==> src/hw/rtl/vtp_pkg.sv <==
`timescale 1ns / 1ps

package vtp_pkg;

    // Default depth of the queue between the transform front and the divide back.
    localparam int QUEUE_DEPTH  = 8;

    localparam int CFG_IDX_W    = 3;
    localparam int CFG_DATA_W   = 48;
    localparam int COORD_W      = 16;
    localparam int VIEW_W       = 45;   // signed view coordinate in .12 units
    localparam int DEN_W        = 44;   // positive clamped depth in .12 units
    localparam int MAG_W        = 60;   // |v| * H
    localparam int QUO_W        = 22;   // quotient bits in 1/16 units
    localparam int REM_W        = 68;   // divider working remainder
    localparam int OFS_W        = 16;
    localparam int DEPTH_W      = 31;
    localparam int SCR_W        = 15;
    localparam int SUM_W        = 24;   // offset plus projected value before clamp

    localparam logic signed [SUM_W-1:0] SCR_MIN = -24'sd16384;
    localparam logic signed [SUM_W-1:0] SCR_MAX = 24'sd16368;

    typedef enum logic [CFG_IDX_W-1:0] {
        REG_ROT0,
        REG_ROT1,
        REG_ROT2,
        REG_TRANS_X,
        REG_TRANS_Y,
        REG_TRANS_Z,
        REG_PROJ,
        REG_OFFSET
    } t_reg_idx;

    typedef struct packed {
        logic                    neg;
        logic [MAG_W-1:0]        mag;
        logic signed [OFS_W-1:0] ofs;
    } t_axis;

    typedef struct packed {
        t_axis               ax_x;
        t_axis               ax_y;
        logic [DEN_W-1:0]    den;
        logic [DEPTH_W-1:0]  depth;
    } t_job;

endpackage

==> src/hw/rtl/vtp_queue.sv <==
`timescale 1ns / 1ps

module vtp_queue #(
    parameter int DEPTH = vtp_pkg::QUEUE_DEPTH
) (
    input  logic           i_clk,
    input  logic           i_rst_n,
    input  logic           i_reserve,
    input  logic           i_push,
    input  vtp_pkg::t_job  i_job,
    input  logic           i_pop,
    output logic           o_full,
    output logic           o_valid,
    output vtp_pkg::t_job  o_job
);

    localparam int AW = (DEPTH > 1) ? $clog2(DEPTH) : 1;
    localparam int CW = $clog2(DEPTH + 1);

    vtp_pkg::t_job r_mem [DEPTH];
    logic [AW-1:0] r_wr;
    logic [AW-1:0] r_rd;
    logic [CW-1:0] r_cnt;
    logic [CW-1:0] r_resv;
    logic          w_pop;

    assign w_pop = i_pop && (r_cnt != '0);

    // Reservations count items in the front pipeline plus stored entries,
    // so a pushed item always finds room.
    always_ff @(posedge i_clk) begin
        if (!i_rst_n) begin
            r_wr   <= '0;
            r_rd   <= '0;
            r_cnt  <= '0;
            r_resv <= '0;
        end else begin
            if (i_push) begin
                r_wr <= (r_wr == AW'(DEPTH - 1)) ? '0 : r_wr + 1'b1;
            end
            if (w_pop) begin
                r_rd <= (r_rd == AW'(DEPTH - 1)) ? '0 : r_rd + 1'b1;
            end
            r_cnt  <= r_cnt + CW'(i_push) - CW'(w_pop);
            r_resv <= r_resv + CW'(i_reserve) - CW'(w_pop);
        end
    end

    always_ff @(posedge i_clk) begin
        if (i_push) begin
            r_mem[r_wr] <= i_job;
        end
    end

    assign o_full  = (r_resv >= CW'(DEPTH));
    assign o_valid = (r_cnt != '0);
    assign o_job   = r_mem[r_rd];

endmodule

==> config.mk <==
export PLATFORM = sky130hd
export DESIGN_NAME = vtp_queue
export DESIGN_NICKNAME = d
export VERILOG_FILES = /design/src/hw/rtl/vtp_pkg.sv /design/src/hw/rtl/vtp_queue.sv
export SDC_FILE = /design/constraint.sdc
export NUM_CORES = 1
export LEC_CHECK = 0
export BUFFER_PORTS_ARGS = -buffer_cell sky130_fd_sc_hd__clkbuf_2
export CAP_MARGIN = 20
export CELL_PAD_IN_SITES_DETAIL_PLACEMENT = 0
export CELL_PAD_IN_SITES_GLOBAL_PLACEMENT = 1
export CORE_ASPECT_RATIO = 1.25
export CORE_UTILIZATION = 54
export DETAILED_ROUTE_END_ITERATION = 7
export GPL_TIMING_DRIVEN = 0
export PLACE_DENSITY_LB_ADDON = 0.1
export SLEW_MARGIN = 40
export SYNTH_ARGS = -nofsm -noshare
export SYNTH_HDL_FRONTEND = slang
export SYNTH_SLANG_ARGS = --single-unit
==> constraint.sdc <==
create_clock -name i_clk -period 24.8 [get_ports i_clk]
set_input_delay 6.2 -clock i_clk [delete_from_list [all_inputs] [get_ports i_clk]]
set_output_delay 6.2 -clock i_clk [all_outputs]
set_load 0.01 [all_outputs]
# ---- After elaboration in Yosys (flattened, before gate mapping)
# Memories as Yosys holds them, arrays and structs flattened. A register that Yosys moved wholly into a read port is not among the register bits.
# Cells that the tools add are included.
dict set report totals {
  input_bits 234
  mem_bits_ro 0
  out_inout_bits 231
  mem_count 1
  reg_bits 14
  wordCells 22
  mem_bits_rw 1832
  latch_bits 0
}
# name words width rd rd_clocked_by_memory_dff write_ports line
set mem_list {}
lappend mem_list {r_mem 8 229 1 1 1 vtp_queue.sv:20} ;# vtp_pkg::t_job r_mem [DEPTH];
dict set report classes {
  div_mod_pow 0
  n_mul 0
  n_reduce_logical 2
  n_bitwise 0
  order_cmp 1
  eq_ne 2
  addsub 6
  muxes 6
  shift 0
}
# cell count
set op_table {}
lappend op_table {{$mux 3} 4}
lappend op_table {{$add 4x1->4} 2}
lappend op_table {{$sub 4x1->4} 2}
lappend op_table {{$add 3x1->3 const B} 2}
lappend op_table {{$eq 3x3->1 const B} 2}
lappend op_table {{$ge 4x4->1 const B} 1}
lappend op_table {{$reduce_bool 4->1} 1}
lappend op_table {{$mux 1} 2}
lappend op_table {{$logic_and 1x1->1} 1}

# ---- Longest topological paths before layout
dict set report depth {
  word_depth 4
  depth_mapped 11
  depth_no_buf 10
}

# ---- Worst setup path after synthesis
# No wires, ideal clock.
dict set report synth_path {
  kind {input to register}
  from {in i_push}
  to {mem r_mem[0][0] (netlist bit) (enable)}
  slack_ns 1.998
  setup_time_ns 1.100
  path_buffers 0
  path_stages 2
  t_arrival_ns 21.702
  required_time_ns 23.700
  path_cell_list {nand2b_1 -> nor3_1}
}
dict set report synth_between {
  elab_chain_cells 2
}
# element line
set synth_rtl {}
lappend synth_rtl {{from (decl)} vtp_queue.sv:9} ;# input logic i_push,
lappend synth_rtl {{$mux 1} vtp_queue.sv:50} ;# if (i_push) begin
lappend synth_rtl {{$mux 1 (implied by the code)} vtp_queue.sv:51} ;# r_mem[r_wr] <= i_job;
lappend synth_rtl {{to (decl)} vtp_queue.sv:20}
# Every way passes these cells.

==> parameters.txt <==
Parameter                              Value

Min path
  Min-Delay Path Depth ... 2
  Hold crit path type ... reg2reg

Clocking
  CTS Sinks ... 1849
  Clock network latency to the later pin of the worst-skew pair ... 0.80 ns
  Post-cts repair resize count ... 0
  H-tree levels ... 4
  Hold-fix buffers, CTS ... 0
  TritonCTS clock tree ... built
  Root buffer cell ... sky130_fd_sc_hd__clkbuf_16
  Cts bufs inserted ... 174
  Number of buffers on the longest clock path ... 3
  Setup repair bufs after CTS ... 0
  Clock edge transition at the registers on the reported setup and hold paths ... 0.06 ns

Global route
  Total congestion overflow after global routing ... 0
  Vias in the first global route ... 34200
  Wire length of the first global-routing pass ... 230000 um
  Global Route Usage Sum ... 24.8%
  Number of antenna violations at the first check in global routing ... 39
  Maximum number of pins on one net before global-route repair ... 17

Worst setup path
  Crit-path max cell delay ... 0.67 ns
  Critical-path cell list ... buf_2 > buf_2 > buf_1 > mux4_2 > mux2_2 > clkbuf_2
  Critical Setup Path Class ... reg2out
  Cell with the biggest individual delay on the critical path ... sky130_fd_sc_hd__buf_1
  Count of cells along the worst register-to-register path ... 11
  Category of the worst setup path launch point ... register
  Required @ worst endpoint ... 18.60 ns
  Maximum fanout along the worst path ... 10
  Worst path arrival time ... 3.41 ns
  Top cell by count, worst path ... sky130_fd_sc_hd__buf_2
  Setup crit end kind ... output pin

Synthesis
  Leading post-synthesis cells by instance count ... 1832 x sky130_fd_sc_hd__edfxtp_1, 458 x sky130_fd_sc_hd__mux4_2, 229 x sky130_fd_sc_hd__mux2_2
  Post-Syn Area ... 69700 um2
  Largest area contributor in the netlist ... sky130_fd_sc_hd__edfxtp_1
  Distinct cell type count of the synthesized netlist ... 25
  Net count after synthesis ... 2996
  Share of synthesized flip-flops with an asynchronous set or reset ... 0%
  Number of synthesized flops with an enable pin ... 1832
  Number of cells produced by synthesis ... 2748
  Top cell type's share of synthesized area ... 78.9%
  Library cell with the highest instance count after synthesis ... sky130_fd_sc_hd__edfxtp_1
  Sequential cell area fraction in the yosys report ... 79.4%
  Syn_area_per_cell ... 25.4 um2
  Count of yosys warnings during synthesis ... 0
  Seq cells post-synth ... 1849
  Cells taking the most area after synthesis ... sky130_fd_sc_hd__edfxtp_1 79%, sky130_fd_sc_hd__mux4_2 15%, sky130_fd_sc_hd__mux2_2 3.7%
  Most frequently used flop master after synthesis ... sky130_fd_sc_hd__edfxtp_1

Place
  Total placed instance area ... 77700 um2
  RePlAce Congestion ... 0.753
  IO Port Bufs ... 463
  Dpl hpwl ... 110000 um

Timing
  Shortest clock period the worst path allows after layout ... 9.61 ns
  Pins over their slew limit ... 0
  Least-Margin Pin Slew ... 0.859 ns
  Fmax achieved ... 104 MHz
  RSZ-0062 raised after global routing ... no
  Post-route clock period utilization ... 38.7%
  Hold Fails Final Rpt ... 0
  # setup viols final ... 0
  Setup TNS Final ... 0 ns
  Worst-case headroom to the max-slew limit ... 42.7%
  Clock Skew ... 0.0311 ns

Cells and area
  Ratio of cells with drive above 1 in the final layout ... 45.7%
  Area Overhead vs Synth ... 19.5%
  Share of the core filled with cells ... 65.0%
  Final Cell Area ... 83300 um2
  Net count, final ... 3863
  FILL cells ... 8460

Floorplan
  Chip width ... 323 um
  Die area ... 131000 um2
  Row count ... 147
  Vert. Die Dim ... 404 um
  Core ar. ... 128000 um2
  Initial Util ... 54.4%
  Top-level I/O count ... 465

Pwr
  Net Sw Power ... 1.70 mW
  Leakage component of the power ... 27.2 nW
  Relative contribution of sequential cells to total power ... 48.9%
  Fraction of power spent switching nets ... 23.5%
  Power share of the combinational group ... 15.5%
  Max IR drop VDD ... 0.0664 mV
  Internal Pwr Total ... 5.53 mW
  Power Dens Cells ... 86.8 nW/um2
  Part of the total power dissipated in the clock network ... 35.6%

Routing
  Avg WL per Cell ... 29.2 um
  Via density per instance ... 5.91
  ANT nets after route ... 0
  Count of vias placed by the detailed router ... 32300
  Wire length after detailed routing ... 160000 um
  Detailed Routing Iterations Pass 1 ... 6
  DR DRC count ... 0
  DRC marker count from the first detailed-route iteration ... 2854

Status
  Status ... complete, no violations

Flow run
  Number of max-cap violations ... 0
[critical path: cells and delay by family, from the launching register on]
kind	cells	cell delay [ns]
buffers and inverters	4	1.53
flip-flops	1	0.30
multiplexers	2	0.78
[placed cells by master (no fill, tap or decap), drive strengths merged, types with 3 or more instances in the layout]
cell type / count
bufinv: 14
nand2b: 4
buf: 321
edfxtp: 1832
nor2b: 3
inv: 11
ha: 12
diode: 12
nor2: 10
clkinv: 62
a21o: 3
nand2: 13
and2: 6
dfxtp: 17
clkbuf: 723
clkinvlp: 4
mux2i: 11
mux4: 458
mux2: 229
[power by group through the flow]
| stage | Clock (mW) | Sequential [mW] | Combinational (mW) |
|---|---|---|---|
| 4_1_cts | 2.62 | 3.53 | 1.14 |
| 5_1_grt | 2.72 | 3.53 | 1.20 |
| 3_5_place_dp | 0 | 3.60 | 1.14 |
| 2_1_floorplan | 0 | 3.62 | 0.686 |
| 3_3_place_gp | 0 | 3.66 | 1.09 |
| 6_report | 2.57 | 3.53 | 1.12 |
[layout make-up]
type | instances | area, um2 | area share, %
clock inverter | 84 | 795 | 0.954
buffer | 130 | 886 | 1.06
timing repair buffer | 691 | 5830 | 7.00
tap | 1713 | 2140 | 2.57
sequential | 1849 | 55400 | 66.5
inverter | 7 | 26.3 | 0.0316
multi-input combinational | 762 | 13500 | 16.2
clock buffer | 223 | 4710 | 5.65
antenna | 12 | 30.0 | 0.0361
[stage by stage]
stage          hold WS (ns)  instances  setup slack, ns  total power [mW]
3_3_place_gp          0.477       4924           -16.28              4.75
2_1_floorplan         0.464       2748             2.00              4.31
4_1_cts               0.500       5458            15.11              7.29
5_1_grt               0.525       5464            15.06              7.46
3_5_place_dp          0.492       5151            15.48              4.74
6_report              0.506       5471            15.19              7.23
[layer usage]
layer / part of all wire, % / global-route usage (%) / vias up / wire [um]
met5: 0.19 / 0 / - / 307
met4: 2.4 / 7.47 / 46 / 3800
met1: 40 / 33.3 / 17200 / 63400
li1: - / - / 13600 / -
met2: 49 / 39.9 / 1122 / 78900
met3: 8.3 / 6.79 / 274 / 13200
[cell families (layout without fill, tap and decap cells)]
group,Yosys count,in the layout,synth area share [%]
AOI/OAI and AO/OA,6,6,0.0556
muxes,698,698,18.7
adders and majority gates,14,14,0.273
xor gates and xnor gates,3,3,0.0377
DFF,1849,1849,79.4
and+or+nand+nor,41,41,0.285
other,0,12,0
buffers and inverters,137,1135,1.30
[flip-flops by register name, indices dropped and copies added (netlist names), named ones only]
name    cells
r_wr        3
r_cnt       4
r_resv      4
r_rd        3
r_mem    1832
[worst paths after layout]
| path | slack (ns) | from | end |
|---|---|---|---|
| hold reg to reg | 0.51 | r_rd[1] | register |
| setup reg to reg | 21.50 | r_wr[2] | r_mem[4][210] |
| setup / recovery | 15.19 | register | o_job[47] |
| hold / removal | 0.51 | r_rd[1] | register |
No activity file was read; power rests on OpenSTA's default activity.
